File: src/hw/rtl/adir_pkg.sv
// ----------------------------------------------------------------------------
// adir_pkg - shared types and constants of the audio DMA register block
// Bus codes, register map, rate constants and the divider handshake types.
// ----------------------------------------------------------------------------
package adir_pkg;

   // rate generation constants
   localparam logic [31:0] CLOCK_RATE   = 32'd48681812;
   localparam logic [31:0] PERIOD_CLOCK = 32'd93750000;
   localparam logic [31:0] PERIOD_RESET = PERIOD_CLOCK / CLOCK_RATE;

   // shared divider
   localparam int DIV_WIDTH = 32;
   localparam int DIV_CNT_W = $clog2(DIV_WIDTH);

   // request kinds
   localparam logic [1:0] FUNC_READ   = 2'd0;
   localparam logic [1:0] FUNC_WRITE  = 2'd1;
   localparam logic [1:0] FUNC_PLAYED = 2'd2;

   // register map, index = offset[19:2]
   localparam int IDX_W = 18;
   localparam logic [IDX_W-1:0] REG_ADDRESS  = 18'd0;
   localparam logic [IDX_W-1:0] REG_LENGTH   = 18'd1;
   localparam logic [IDX_W-1:0] REG_CONTROL  = 18'd2;
   localparam logic [IDX_W-1:0] REG_STATUS   = 18'd3;
   localparam logic [IDX_W-1:0] REG_DAC_RATE = 18'd4;
   localparam logic [IDX_W-1:0] REG_BIT_RATE = 18'd5;

   typedef struct packed {
      logic                 start;
      logic [DIV_WIDTH-1:0] dividend;
      logic [DIV_WIDTH-1:0] divisor;
   } div_req_type;

   typedef struct packed {
      logic busy;
      logic done;
   } div_stat_type;

endpackage

File: src/hw/rtl/adir_div.sv
// ----------------------------------------------------------------------------
// adir_div - shared iterative unsigned divider
// Restoring divider, one quotient bit per cycle; done pulses with the result.
// ----------------------------------------------------------------------------
module adir_div (
   input  logic                              clock,
   input  logic                              reset,
   input  adir_pkg::div_req_type             div_req,
   output adir_pkg::div_stat_type            div_stat,
   output logic [adir_pkg::DIV_WIDTH-1:0]    quotient
);

   localparam int W  = adir_pkg::DIV_WIDTH;
   localparam int CW = adir_pkg::DIV_CNT_W;

   logic [W-1:0]  rem_ff, rem_in;
   logic [W-1:0]  quo_ff, quo_in;
   logic [W-1:0]  dvs_ff, dvs_in;
   logic [CW-1:0] cnt_ff, cnt_in;
   logic          busy_ff, busy_in;
   logic          done_ff, done_in;

   logic [W:0]    shifted;
   logic [W:0]    diff;
   logic          fits;

   // trial subtract of the shifted partial remainder
   always_comb begin
      shifted = {rem_ff, quo_ff[W-1]};
      diff    = shifted - {1'b0, dvs_ff};
      fits    = ~diff[W];
   end

   always_comb begin
      rem_in  = rem_ff;
      quo_in  = quo_ff;
      dvs_in  = dvs_ff;
      cnt_in  = cnt_ff;
      busy_in = busy_ff;
      done_in = 1'b0;
      if (div_req.start) begin
         rem_in  = '0;
         quo_in  = div_req.dividend;
         dvs_in  = div_req.divisor;
         cnt_in  = '0;
         busy_in = 1'b1;
      end else if (busy_ff) begin
         rem_in = fits ? diff[W-1:0] : shifted[W-1:0];
         quo_in = {quo_ff[W-2:0], fits};
         cnt_in = cnt_ff + 1'b1;
         if (cnt_ff == CW'(W - 1)) begin
            busy_in = 1'b0;
            done_in = 1'b1;
         end
      end
   end

   always_ff @(posedge clock) begin
      rem_ff <= rem_in;
      quo_ff <= quo_in;
      dvs_ff <= dvs_in;
      cnt_ff <= cnt_in;
      if (reset) begin
         busy_ff <= 1'b0;
         done_ff <= 1'b0;
      end else begin
         busy_ff <= busy_in;
         done_ff <= done_in;
      end
   end

   assign div_stat.busy = busy_ff;
   assign div_stat.done = done_ff;
   assign quotient      = quo_ff;

endmodule

File: src/hw/rtl/audio_dma_interface_registers_top.sv
// ----------------------------------------------------------------------------
// audio_dma_interface_registers_top - audio DMA register block
// Two-slot buffer queue, control/status, DAC rate and bit rate registers.
// ----------------------------------------------------------------------------
// Sequence: a read, write or played event goes from the accepted request to
//   ST_RESP and then into the response register; a DAC rate write first runs
//   two chained 32-step divisions (frequency, then period) in the one shared divider.
// Flow: one request at a time; a new request is taken once the previous one
//   has moved into the response register, which waits on rsp_tready.
// Reset (synchronous, active high): queue empty, slots zero, rates zero,
//   frequency = clock rate, period = period clock / clock rate.
module audio_dma_interface_registers_top (
   input  logic         clock,
   input  logic         reset,
   // request channel
   input  logic         req_tvalid,
   output logic         req_tready,
   input  logic [1:0]   req_tuser,   // [1:0] func
   input  logic [55:0]  req_tdata,   // [19:0] bus_offset, [51:20] write_data, rest zero
   // response channel
   output logic         rsp_tvalid,
   input  logic         rsp_tready,
   // [31:0] read_data, [32] irq_clear, [64:33] sample_frequency,
   // [96:65] sample_period, [101:97] sample_bits, [125:102] play_address,
   // [143:126] play_length
   output logic [143:0] rsp_tdata
);

   typedef enum logic [1:0] {
      ST_IDLE,
      ST_DIV_FREQ,
      ST_DIV_PERIOD,
      ST_RESP
   } state_type;

   localparam int IW = adir_pkg::IDX_W;

   // request unpacking
   logic [1:0]    req_func;
   logic [IW-1:0] req_idx;
   logic [31:0]   req_data;
   logic          req_fire;

   assign req_func = req_tuser;
   assign req_idx  = req_tdata[19:2];
   assign req_data = req_tdata[51:20];

   // control and architectural state
   state_type     state_ff, state_in;
   logic [1:0]    func_ff, func_in;
   logic [IW-1:0] idx_ff, idx_in;

   logic [23:0]   slot_addr_ff [2];
   logic [23:0]   slot_addr_in [2];
   logic [17:0]   slot_len_ff  [2];
   logic [17:0]   slot_len_in  [2];
   logic          wr_slot_ff, wr_slot_in;
   logic          play_slot_ff, play_slot_in;
   logic [1:0]    pend_ff, pend_in;
   logic          dma_en_ff, dma_en_in;
   logic [13:0]   dac_rate_ff, dac_rate_in;
   logic [3:0]    bit_rate_ff, bit_rate_in;
   logic [31:0]   freq_ff, freq_in;
   logic [31:0]   period_ff, period_in;

   logic          rsp_valid_ff, rsp_valid_in;
   logic [143:0]  rsp_data_ff, rsp_data_in;

   // shared divider
   adir_pkg::div_req_type  div_req;
   adir_pkg::div_stat_type div_stat;
   logic [31:0]            div_q;
   logic [31:0]            freq_clamped;
   logic [14:0]            rate_plus_one;

   adir_div u_div (
      .clock    (clock),
      .reset    (reset),
      .div_req  (div_req),
      .div_stat (div_stat),
      .quotient (div_q)
   );

   assign req_tready = (state_ff == ST_IDLE);
   assign req_fire   = req_tvalid && req_tready;

   // frequency never drops below one
   assign freq_clamped  = (div_q == 32'd0) ? 32'd1 : div_q;
   assign rate_plus_one = {1'b0, req_data[13:0]} + 15'd1;

   // response word, built from state that is already final
   logic [31:0] rd_value;
   logic        irq_clr;
   logic [23:0] play_addr;
   logic [17:0] play_len;
   logic        rsp_load;

   always_comb begin
      rd_value = 32'd0;
      if (func_ff == adir_pkg::FUNC_READ) begin
         case (idx_ff)
            adir_pkg::REG_LENGTH: begin
               if (pend_ff != 2'd0) rd_value = {14'd0, slot_len_ff[play_slot_ff]};
            end
            adir_pkg::REG_CONTROL:  rd_value = {31'd0, dma_en_ff};
            adir_pkg::REG_STATUS: begin
               rd_value[0]  = (pend_ff == 2'd2);
               rd_value[31] = (pend_ff == 2'd2);
               rd_value[30] = (pend_ff != 2'd0) && dma_en_ff;
            end
            adir_pkg::REG_DAC_RATE: rd_value = {18'd0, dac_rate_ff};
            adir_pkg::REG_BIT_RATE: rd_value = {28'd0, bit_rate_ff};
            default:                rd_value = 32'd0;
         endcase
      end
      irq_clr   = (func_ff == adir_pkg::FUNC_WRITE) && (idx_ff == adir_pkg::REG_STATUS);
      play_addr = (pend_ff != 2'd0) ? slot_addr_ff[play_slot_ff] : 24'd0;
      play_len  = (pend_ff != 2'd0) ? slot_len_ff[play_slot_ff]  : 18'd0;
      rsp_load  = (state_ff == ST_RESP) && (!rsp_valid_ff || rsp_tready);
   end

   // next-state logic
   always_comb begin
      state_in     = state_ff;
      func_in      = func_ff;
      idx_in       = idx_ff;
      slot_addr_in = slot_addr_ff;
      slot_len_in  = slot_len_ff;
      wr_slot_in   = wr_slot_ff;
      play_slot_in = play_slot_ff;
      pend_in      = pend_ff;
      dma_en_in    = dma_en_ff;
      dac_rate_in  = dac_rate_ff;
      bit_rate_in  = bit_rate_ff;
      freq_in      = freq_ff;
      period_in    = period_ff;
      rsp_valid_in = rsp_valid_ff;
      rsp_data_in  = rsp_data_ff;

      div_req.start    = 1'b0;
      div_req.dividend = adir_pkg::CLOCK_RATE;
      div_req.divisor  = {17'd0, rate_plus_one};

      if (rsp_valid_ff && rsp_tready) rsp_valid_in = 1'b0;

      case (state_ff)
         ST_IDLE: begin
            if (req_fire) begin
               func_in  = req_func;
               idx_in   = req_idx;
               state_in = ST_RESP;
               if (req_func == adir_pkg::FUNC_WRITE) begin
                  case (req_idx)
                     adir_pkg::REG_ADDRESS: begin
                        if (pend_ff != 2'd2)
                           slot_addr_in[wr_slot_ff] = {req_data[23:3], 3'b000};
                     end
                     adir_pkg::REG_LENGTH: begin
                        if (pend_ff != 2'd2) begin
                           slot_len_in[wr_slot_ff] = {req_data[17:3], 3'b000};
                           wr_slot_in = ~wr_slot_ff;
                           pend_in    = pend_ff + 2'd1;
                        end
                     end
                     adir_pkg::REG_CONTROL: dma_en_in = req_data[0];
                     adir_pkg::REG_DAC_RATE: begin
                        dac_rate_in   = req_data[13:0];
                        div_req.start = 1'b1;
                        state_in      = ST_DIV_FREQ;
                     end
                     adir_pkg::REG_BIT_RATE: bit_rate_in = req_data[3:0];
                     default: ;
                  endcase
               end else if (req_func == adir_pkg::FUNC_PLAYED) begin
                  if (pend_ff != 2'd0) begin
                     play_slot_in = ~play_slot_ff;
                     pend_in      = pend_ff - 2'd1;
                  end
               end
            end
         end
         ST_DIV_FREQ: begin
            // chain the period division right behind the frequency result
            if (div_stat.done) begin
               freq_in          = freq_clamped;
               div_req.start    = 1'b1;
               div_req.dividend = adir_pkg::PERIOD_CLOCK;
               div_req.divisor  = freq_clamped;
               state_in         = ST_DIV_PERIOD;
            end
         end
         ST_DIV_PERIOD: begin
            if (div_stat.done) begin
               period_in = div_q;
               state_in  = ST_RESP;
            end
         end
         ST_RESP: begin
            if (rsp_load) begin
               rsp_valid_in = 1'b1;
               rsp_data_in  = {play_len, play_addr, {1'b0, bit_rate_ff} + 5'd1,
                               period_ff, freq_ff, irq_clr, rd_value};
               state_in     = ST_IDLE;
            end
         end
         default: state_in = ST_IDLE;
      endcase
   end

   always_ff @(posedge clock) begin
      func_ff     <= func_in;
      idx_ff      <= idx_in;
      rsp_data_ff <= rsp_data_in;
      if (reset) begin
         state_ff        <= ST_IDLE;
         slot_addr_ff[0] <= 24'd0;
         slot_addr_ff[1] <= 24'd0;
         slot_len_ff[0]  <= 18'd0;
         slot_len_ff[1]  <= 18'd0;
         wr_slot_ff      <= 1'b0;
         play_slot_ff    <= 1'b0;
         pend_ff         <= 2'd0;
         dma_en_ff       <= 1'b0;
         dac_rate_ff     <= 14'd0;
         bit_rate_ff     <= 4'd0;
         freq_ff         <= adir_pkg::CLOCK_RATE;
         period_ff       <= adir_pkg::PERIOD_RESET;
         rsp_valid_ff    <= 1'b0;
      end else begin
         state_ff     <= state_in;
         slot_addr_ff <= slot_addr_in;
         slot_len_ff  <= slot_len_in;
         wr_slot_ff   <= wr_slot_in;
         play_slot_ff <= play_slot_in;
         pend_ff      <= pend_in;
         dma_en_ff    <= dma_en_in;
         dac_rate_ff  <= dac_rate_in;
         bit_rate_ff  <= bit_rate_in;
         freq_ff      <= freq_in;
         period_ff    <= period_in;
         rsp_valid_ff <= rsp_valid_in;
      end
   end

   assign rsp_tvalid = rsp_valid_ff;
   assign rsp_tdata  = rsp_data_ff;

   // queue pointers agree with the pending count
   a_queue_ptrs: assert property (@(posedge clock) disable iff (reset)
      (pend_ff == 2'd1) == (wr_slot_ff != play_slot_ff))
      else $error("queue pointers disagree with pending count");

   a_pend_range: assert property (@(posedge clock) disable iff (reset)
      pend_ff != 2'd3)
      else $error("pending count overflow");

   // divider only runs while a rate update is in flight
   a_div_idle: assert property (@(posedge clock) disable iff (reset)
      (state_ff == ST_IDLE || state_ff == ST_RESP) |-> !div_stat.busy)
      else $error("divider busy outside a rate update");

   a_rate_start: assert property (@(posedge clock) disable iff (reset)
      (req_fire && req_func == adir_pkg::FUNC_WRITE &&
       req_idx == adir_pkg::REG_DAC_RATE) |=> div_stat.busy)
      else $error("rate write did not start the divider");

   a_freq_nonzero: assert property (@(posedge clock) disable iff (reset)
      freq_ff != 32'd0)
      else $error("sample frequency reached zero");

endmodule
File: config.mk
export PLATFORM = sky130hd
export DESIGN_NAME = audio_dma_interface_registers_top
export DESIGN_NICKNAME = d
export VERILOG_FILES = /design/src/hw/rtl/adir_pkg.sv /design/src/hw/rtl/adir_div.sv /design/src/hw/rtl/audio_dma_interface_registers_top.sv
export SDC_FILE = /design/constraint.sdc
export NUM_CORES = 1
export LEC_CHECK = 0
export ABC_AREA = 1
export BUFFER_PORTS_ARGS = -buffer_cell sky130_fd_sc_hd__buf_2
export CAP_MARGIN = 20
export CORE_ASPECT_RATIO = 0.8
export CORE_MARGIN = 3
export CORE_UTILIZATION = 53
export DETAILED_ROUTE_END_ITERATION = 16
export PLACE_DENSITY = 0.81
export SLEW_MARGIN = 20
export SYNTH_ARGS = -nofsm -noshare
export SYNTH_HDL_FRONTEND = slang
export SYNTH_SLANG_ARGS = --single-unit
File: constraint.sdc
create_clock -name clock -period 6.6 [get_ports clock]
set_input_delay 0.33 -clock clock [delete_from_list [all_inputs] [get_ports clock]]
set_output_delay 0.33 -clock clock [all_outputs]
set_load 0.01 [all_outputs]
Word-level counts from Yosys, hierarchy flattened. Cells that the tools add are included.

Word-level logic and storage cells: 140. Flip-flop bits (word level): 441. Output and inout bits: 146. Input port bits: 62.

Equality and inequality tests: 24. Order comparisons: 3. Reductions and logical operators: 29. Add/sub/neg operators: 6. Bitwise gates (word level): 7. Muxes and demuxes: 45.

Operators by type and width (number): two-way mux 32 bit (4); two-way mux 24 bit (4); two-way mux 18 bit (5); one-hot mux 29 bit (3 select lines) (1); equality test 18 x 3 -> 1 bit, second input constant (4); two-way mux 65 bit (1); two-way mux 64 bit (1); equality test 18 x 2 -> 1 bit, second input constant (3); bitwise mux 48 bit (1); bitwise mux 36 bit (1); equality test 18 x 1 -> 1 bit, second input constant (2); subtractor 33 x 32 -> 33 bit (1); zero test 32 bit (1); demux 24 bit (select 1 bit) (1); two-way mux 2 bit (11); demux 18 bit (select 1 bit) (1); zero test 18 bit (1); AND reduction 4 bit (4); adder 14 x 1 -> 15 bit, second input constant (1); AND reduction 5 bit (3); two-way mux 1 bit (10); != test 2 x 1 -> 1 bit, second input constant (5); equality test 2 bit, second input constant (4); one-hot mux 2 bit (4 select lines) (1); 22 further kinds (43).

Longest topological paths before layout. Gate-level depths: netlist of run 1.

Word-level depth: 6. Depth in mapped cells: 18.

Modules after synthesis. A second synthesis of run 1 with hierarchy kept.

Cell total of the unflattened synthesis: 2449. Area, all modules: 19547.5 um2.

By module, submodules not included: audio_dma_interface_registers_top (area each 12710.9 um2, cells an instance 1426, times used 1, sequential area each 7627.3 um2); adir_div (area each 6836.6 um2, cells an instance 1023, times used 1, sequential area each 2702.6 um2).

Least setup slack after synthesis of run 1. No wires, ideal clock.

Path kind: flip-flop to flip-flop. Start point: register state_ff[0]. End point: register rsp_data_ff[0] (netlist: rsp_tdata[0]), enable pin. Stages on the path, launching flop included: 4. Arrival time: 6.628 ns. Data required time: 5.948 ns. Buffers on the path: 0. Path slack: -0.680 ns. Setup time: 0.652 ns. Cells stage by stage: dfxtp_1 -> ha_1 -> inv_1 -> a21oi_1.

Cells in the longest elaborated chain, start to end: 3.

RTL lines: from (decl) (RTL line audio_dma_interface_registers_top.sv:49) `state_type state_ff, state_in;`; from (signal assigned) (RTL line audio_dma_interface_registers_top.sv:230) `state_ff <= state_in;`; equality test 2 bit * (RTL line audio_dma_interface_registers_top.sv:119, audio_dma_interface_registers_top.sv:146); logical AND 1 bit (RTL line audio_dma_interface_registers_top.sv:119) `rsp_load = (state_ff == ST_RESP) && (!rsp_valid_ff || rsp_tready);`; AND reduction 2 bit (no line) *; to (signal assigned) (RTL line audio_dma_interface_registers_top.sv:213) `rsp_data_ff <= rsp_data_in;`; to (decl) (RTL line audio_dma_interface_registers_top.sv:67) `logic [143:0] rsp_data_ff, rsp_data_in;`.

Mark *: on every way between the ends. The rest lies on a longest branch, timed or not. A chain may end at the register's enable or synchronous reset.

Final worst setup path of run 1.
Start point: register state_ff[0]. End point: register u_div.quo_ff[27] (netlist: u_div.quotient[27]), enable pin.

Cells in the longest elaborated chain, start to end: 5. Elaborated cells between the ends (all ways): 6. Classes of those cells: eq/ne: 1; mux: 2; reduce/logical: 3.

RTL lines: zero test 2 bit (RTL line audio_dma_interface_registers_top.sv:84, audio_dma_interface_registers_top.sv:146); logical AND 1 bit (RTL line audio_dma_interface_registers_top.sv:85) `assign req_fire = req_tvalid && req_tready;`; two-way mux 1 bit (RTL line audio_dma_interface_registers_top.sv:148) `if (req_fire) begin`; one-hot mux 1 bit (2 select lines) * (RTL line audio_dma_interface_registers_top.sv:146) `case (state_ff)`; nonzero test 2 bit (no line) *; to (signal assigned) (RTL line adir_div.sv:60) `quo_ff <= quo_in;`; to (decl) (RTL line adir_div.sv:17) `logic [W-1:0] quo_ff, quo_in;`.

Marked as above.

==> impl_metrics.ini, run 1 <==
[critical_path]
crit_required_ns = 6.80
critPathMaxFanout = 37
worstReg2RegStart = state_ff[0]$_SDFFE_PP0P_
rrSetupSlack_ns = 2.57
slowest_stage = inv_1
critPathTopFamily = buffers and inverters
cp-start-kind = flip-flop
cpPeakStageDelay_ns = 0.61
cp_cell_sequence = inv_1, ha_1, nand2_1, inv_1, nand4_1, buf_4, nand2_2, buf_4, nor2_2, inv_1, buf_4
arrival_ns = 4.23
worstRegToRegCells = 11
endpoint_kind = flip-flop
path_buf_inv = 6
r2r_end = u_div.quotient[27]$_SDFFCE_PP0P_
crit_type = flip-flop to flip-flop

[floorplan]
die_area_um2 = 37200
pin_count = 208
core_area_um2 = 34000
initial_utilization_pct = 54.5
placementRows = 60
die_y_um = 173
die_x_um = 215

[synth]
synth.avg_cell_area_um2 = 8.64
synth_top_family_by_area = simple AND/OR/NAND/NOR gates
synth_mux_area_share_pct = 0
synth_cell_types = 52
synthSimpleGateAreaFrac_pct = 20.9
yosys_warnings = 0
seq_area_frac_synth_pct = 55.8
synth_cells = 2144
synth_top_area_cell = edfxtp_1
syn_area_um2 = 18500
synth-seq-cells = 411
synth-adder-area-share_pct = 2.94
post-synth-top-area-fraction_pct = 34.0
synth_xor_area_share_pct = 1.04
ys_top_cells_by_area = edfxtp_1, dfxtp_1, nand2_1
synth_compound_area_share_pct = 10.1

[flow_run]
maxCapViolations = 0

[clock_network]
numCtsBuffers = 41
cts_tree = done
root_buffer = clkbuf_16
clockBufferDepth = 3
path_clk_slew_ns = 0.06
post_cts_buffers = 0
insertion_delay_ns = 0.57
htree_levels = 2
clock-sinks = 411

[place]
dp_cells = 2718
gp_congestion = 0.949
port_buffers = 175
dpl.hpwl_mm = 33.4

[min_path]
min_from = req_tdata[38]
hp-class = input pin to flip-flop
whs_endpoint = slot_addr_ff[42]$_SDFFE_PP0P_
hold_depth = 3

[timing]
drv_slew = 0
hold_viol = 0
setup_violations = 0
worstMarginPinSlew_ns = 1.07
tns_ns = 0
skew_ns = 0.0299
period_needed_ns = 4.03
relSlewSlack_pct = 28.6
rsz0062_at_grt = no
post-route-period-util_pct = 61.1
fmax_ghz = 0.248

[layout]
drive_gt1_share_pct = 14.2
syn2layout_area_growth_pct = 14.6
final_common_cell = nand2_1
final_cells = 2818
fin_nets = 2421
final_cell_mix = nand2_1, inv_1, edfxtp_1, nor2_1, dfxtp_1
fin_util_pct = 62.4

[power]
power_switching_share_pct = 23.9
vdd_drop_max_mv = 0.192
combPwrFrac_pct = 7.1
leakagePower_nw = 9.17
p_int_w = 0.00432
cellPowerDensity_nw_per_um2 = 268
seqPwrFrac_pct = 50.8
clockPowerShare_pct = 42.1
totalPowerFinal_w = 0.00568
p_switching_w = 0.00136

[global_routing]
grt_pass1_vias = 14400
grt_util_all_layers_pct = 25.8
antenna_found_initial = 3
grt.overflow.total = 0
grt_pass1_wl_mm = 77.1
grt_max_degree = 91

[route]
vias_per_cell = 5.36
num_vias = 15100
postRouteAntennaNets = 0
first_pass_iters = 6
wire_per_inst_um = 17.4
totalWireLength_mm = 48.9
route.detailed.drc = 0
drt_iter0_markers = 1736

[run_status]
status = complete, no violations
==> flip-flops by register name (all words and copies together) (netlist names), 4 cells and up <==
| register | flops |
|---|---|
| idx_ff | 18 |
| dac_rate_ff | 14 |
| u_div.cnt_ff | 5 |
| slot_addr_ff | 42 |
| slot_len_ff | 30 |
| bit_rate_ff | 4 |
| u_div.dvs_ff | 32 |
| freq_ff | 32 |
| period_ff | 32 |
| u_div.quotient | 32 |
| u_div.rem_ff | 32 |
| rsp_tdata | 126 |
==> metrics by stage <==
stage / setup WS (ns) / hold WS (ns) / instance area (um2)
final: 2.57 / 0.0280 / 21200
after global routing: 2.26 / 0.0526 / 21200
after CTS: 2.55 / 0.0178 / 21200
after detailed placement: 2.61 / 0.409 / 19600
after global placement: 2.75 / 0.410 / 19600
after floorplan: 2.10 / 0.403 / 18600
==> cell type report <==
type                            instances  area, um2
Fill cell                            2726      12800
Clock buffer                           55       1120
Multi-Input combinational cell       1343       6580
Antenna cell                            4       10.0
Clock inverter                         21        267
Sequential cell                       411      10300
Timing Repair Buffer                  207       1170
Inverter                              312       1170
Tap cell                              465        582
==> synthesized netlist by cell type (all sizes together) <==
cell,number
a211o,1
a211oi,12
a21o,1
a21oi,168
a22o,2
a31oi,1
a32o,9
a41oi,1
and2,5
and3,3
buf,45
clkbuf,50
clkinv,5
conb,1
dfxtp,201
edfxtp,210
fa,1
ha,42
inv,307
nand2,553
nand3,83
nand3b,3
nand4,17
nor2,213
nor3,20
nor4,12
nor4b,1
o211ai,2
o21ai,148
o21bai,3
o22ai,1
or2,1
xnor2,1
xor2,21
==> power groups by stage <==
stage	clock, W	sequential (W)	combinational (W)
2_1_floorplan	0	0.00299	0.000177
3_3_place_gp	0	0.00294	0.000375
3_5_place_dp	0	0.00294	0.000391
4_1_cts	0.00241	0.00289	0.000401
5_1_grt	0.00252	0.00290	0.000437
6_report	0.00239	0.00289	0.000403
==> tightest hold or removal path, cell delays in order <==
cell and delay [ns]:
buf_2 0.08, o21ai_0 0.07, nor2_1 0.08
==> routing by layer <==
metal | vias to the layer above | GRT usage, % | part of all wire, %
li1 | 7255 | - | -
met1 | 7090 | 37.1 | 44
met2 | 660 | 39.8 | 45
met3 | 107 | 4.66 | 8.0
met4 | 0 | 8.59 | 3.0
met5 | - | 0 | 0
==> how the worst max path moves through the flow <==
| stage | from | end | slack (ns) | depth (start not counted) |
|---|---|---|---|---|
| 2_1_floorplan | rsp_tready | rsp_tdata[0]$_SDFFCE_PP0P_ | 2.10 | 2 |
| 3_3_place_gp | state_ff[0]$_SDFFE_PP0P_ | u_div.quotient[27]$_SDFFCE_PP0P_ | 2.75 | 11 |
| 3_5_place_dp | state_ff[0]$_SDFFE_PP0P_ | u_div.quotient[24]$_DFFE_PP_ | 2.61 | 11 |
| 4_1_cts | state_ff[0]$_SDFFE_PP0P_ | u_div.quotient[27]$_SDFFCE_PP0P_ | 2.55 | 11 |
| 5_1_grt | state_ff[0]$_SDFFE_PP0P_ | u_div.quotient[27]$_SDFFCE_PP0P_ | 2.26 | 11 |
| 6_report | state_ff[0]$_SDFFE_PP0P_ | u_div.quotient[27]$_SDFFCE_PP0P_ | 2.57 | 11 |
==> kinds of logic (layout without fill, tap and decap cells) <==
logic type | Yosys count | count (layout)
DFF | 411 | 411
buffers and inverters | 407 | 595
xor gates and xnor gates | 22 | 22
AOI/OAI and AO/OA | 349 | 349
and+or+nand+nor | 911 | 911
adders and majority gates | 43 | 43
other | 1 | 22
==> timing repair <==
action                    CTS  global route
hold buffers               20             0
hold endpoints to repair   20             0
gates resized for setup     0             0
(Power assumes the default switching activity.)
==> run 2: changes to the inputs <==
CORE_UTILIZATION = 55   (was 53)
clock period = 3.9 ns   (was 6.6 ns; I/O delays follow)
==> run 2 against run 1 <==
  * Largest cell class unchanged
  * Worst setup slack worse by 1.8 ns
  * Via count about the same
  * Design area grew 0.45%
  * Die area is 3.5% lower
  * Cell count decreased by 0.78%
  * Critical endpoint is now u_div.rem_ff[9]$_SDFFE_PP0P_
  * Hold slack gained 0.017 ns
  * Highest routed layer unchanged
==> impl_metrics.ini, run 2 (synthesized netlist as in run 1, its figures left out) <==
[layout]
syn2layout_area_growth_pct = 15.1
register_area_um2 = 10300
fin_util_pct = 64.9
final_common_cell = nand2_1
fillCellCount = 2590
fin_nets = 2438
drive_gt1_share_pct = 14.3
multi_input_area_um2 = 6570
final_cell_mix = nand2_1, inv_1, edfxtp_1, nor2_1, dfxtp_1
largest_reg_flops = 126

[place]
gp_congestion = 0.963
dpl.hpwl_mm = 33.3
port_buffers = 175

[critical_path]
endpoint_kind = flip-flop
worstRegToRegCells = 17
cpPeakStageDelay_ns = 0.57
cp_cell_sequence = inv_1, ha_1, fa_1, inv_1, nand2_1, nand2_1, nand3_2, nand2_2, nand2_1, nand2_2, nand2_2, nand2_2, nand2_2, nand2_2, nand2_1, nand3_1, nand2_1
slowest_stage = nand2_2
crit_type = flip-flop to flip-flop
cp-start-kind = flip-flop
critPathMaxFanout = 30
arrival_ns = 3.57
crit_required_ns = 4.33
crit_top_cell = nand2_2

[run_status]
status = complete, no violations

[route]
route.met3.wl_mm = 4.33
wl_met1_mm = 21.4
drt_iter0_markers = 1579
wire_per_inst_um = 17.4
first_pass_iters = 8
num_vias = 15100
totalWireLength_mm = 48.6
vias_per_cell = 5.40
postRouteAntennaNets = 0
routed.top_layer = met4
route.detailed.drc = 0
routed-wl-met2_mm = 21.2

[global_routing]
grt.overflow.total = 0
grt_pass1_vias = 14200
antenna_found_initial = 4
grt_max_degree = 117
grt_util_all_layers_pct = 26.6
grt_pass1_wl_mm = 75.9

[timing]
relSlewSlack_pct = 41.5
hold_viol = 0
worstMarginPinSlew_ns = 0.878
rsz0062_at_grt = no
worst_hold_slack_ns = 0.0450
drv_slew = 0
period_needed_ns = 3.15
setup_violations = 0
skew_ns = 0.0208
fmax_ghz = 0.318
tns_ns = 0
post-route-period-util_pct = 80.7

[power]
combPwrFrac_pct = 7.4
seqPwrFrac_pct = 51.2
power_switching_share_pct = 23.6
cellPowerDensity_nw_per_um2 = 447
p_switching_w = 0.00225
vdd_drop_max_mv = 0.356
leakagePower_nw = 9.25
p_int_w = 0.00728
clockPowerShare_pct = 41.4

[floorplan]
die_x_um = 211
placementRows = 59
die_y_um = 170
core_area_um2 = 32900
pin_count = 208
die_area_um2 = 35900
initial_utilization_pct = 56.4

[clock_network]
path_clk_slew_ns = 0.06
root_buffer = clkbuf_16
clock-sinks = 411
numCtsBuffers = 40
cts_tree = done
insertion_delay_ns = 0.56
clockBufferDepth = 3
htree_levels = 2
postCtsResizedCells = 0

[min_path]
hold_depth = 3
hp-class = input pin to flip-flop

[flow_run]
maxCapViolations = 0
-- run 2: changes by cell type in the layout (fill, tap and decap cells not counted), sizes merged --
cell / previous run / this run
dlygate4sd3: 20 / 34
bufinv: 4 / 3
buf: 187 / 191
inv: 311 / 310
clkbuf: 55 / 57
clkinvlp: 2 / 0
-- run 2: power groups by stage --
stage | Sequential (W) | Combinational (W) | Clock, W
after detailed placement | 0.00497 | 0.000671 | 0
final | 0.00488 | 0.000703 | 0.00395
after global routing | 0.00490 | 0.000763 | 0.00416
after CTS | 0.00488 | 0.000700 | 0.00399
after global placement | 0.00496 | 0.000645 | 0
after floorplan | 0.00504 | 0.000303 | 0
-- run 2: repair_timing --
| item | CTS | global route |
|---|---|---|
| buffers inserted | 0 | 0 |
| hold endpoints to repair | 51 | 0 |
| hold buffers | 34 | 0 |
-- run 2: final cells by class --
type / count / share of cell area [%]
antenna: 4 / 0.0469
clock buffer: 57 / 5.32
clock inverter: 17 / 1.04
inverter: 312 / 5.50
multi-input combinational: 1343 / 30.8
sequential: 411 / 48.5
tap: 427 / 2.51
timing repair buffer: 225 / 6.33
-- run 2: critical path: cells and delay by family, from the launching register on --
kind / cells / cell delay [ns]
and+or+nand+nor: 13 / 1.65
buffers and inverters: 2 / 0.27
adders and majority gates: 2 / 0.72
DFF: 1 / 0.34
-- run 2: path summary, 6_finish.rpt --
path                               startpoint                            to  slack [ns]
max          u_div.quotient[31]$_SDFFCE_PP0P_  u_div.rem_ff[9]$_SDFFE_PP0P_        0.75
min                             req_tdata[20]   dac_rate_ff[0]$_SDFFE_PP0P_        0.04
max reg2reg  u_div.quotient[31]$_SDFFCE_PP0P_  u_div.rem_ff[9]$_SDFFE_PP0P_        0.75
min reg2reg        period_ff[23]$_SDFFE_PP0P_       rsp_tdata[88]$_DFFE_PP_        0.43
-- run 2: metrics by stage --
step           total power (W)  instance area [um2]  cells  setup WS [ns]
2_1_floorplan          0.00534                18600   2161          0.842
3_3_place_gp           0.00561                19600   2684          0.934
3_5_place_dp           0.00564                19600   2684          0.820
4_1_cts                0.00957                21300   2792          0.750
5_1_grt                0.00982                21300   2796          0.506
6_report               0.00953                21300   2796          0.754
-- run 2: metal layers --
metal | GRT usage (%) | up-vias
met3 | 5.92 | 114
met5 | 0 | -
met1 | 38.3 | 7070
met4 | 9.63 | 0
li1 | - | 7287
met2 | 39.9 | 640
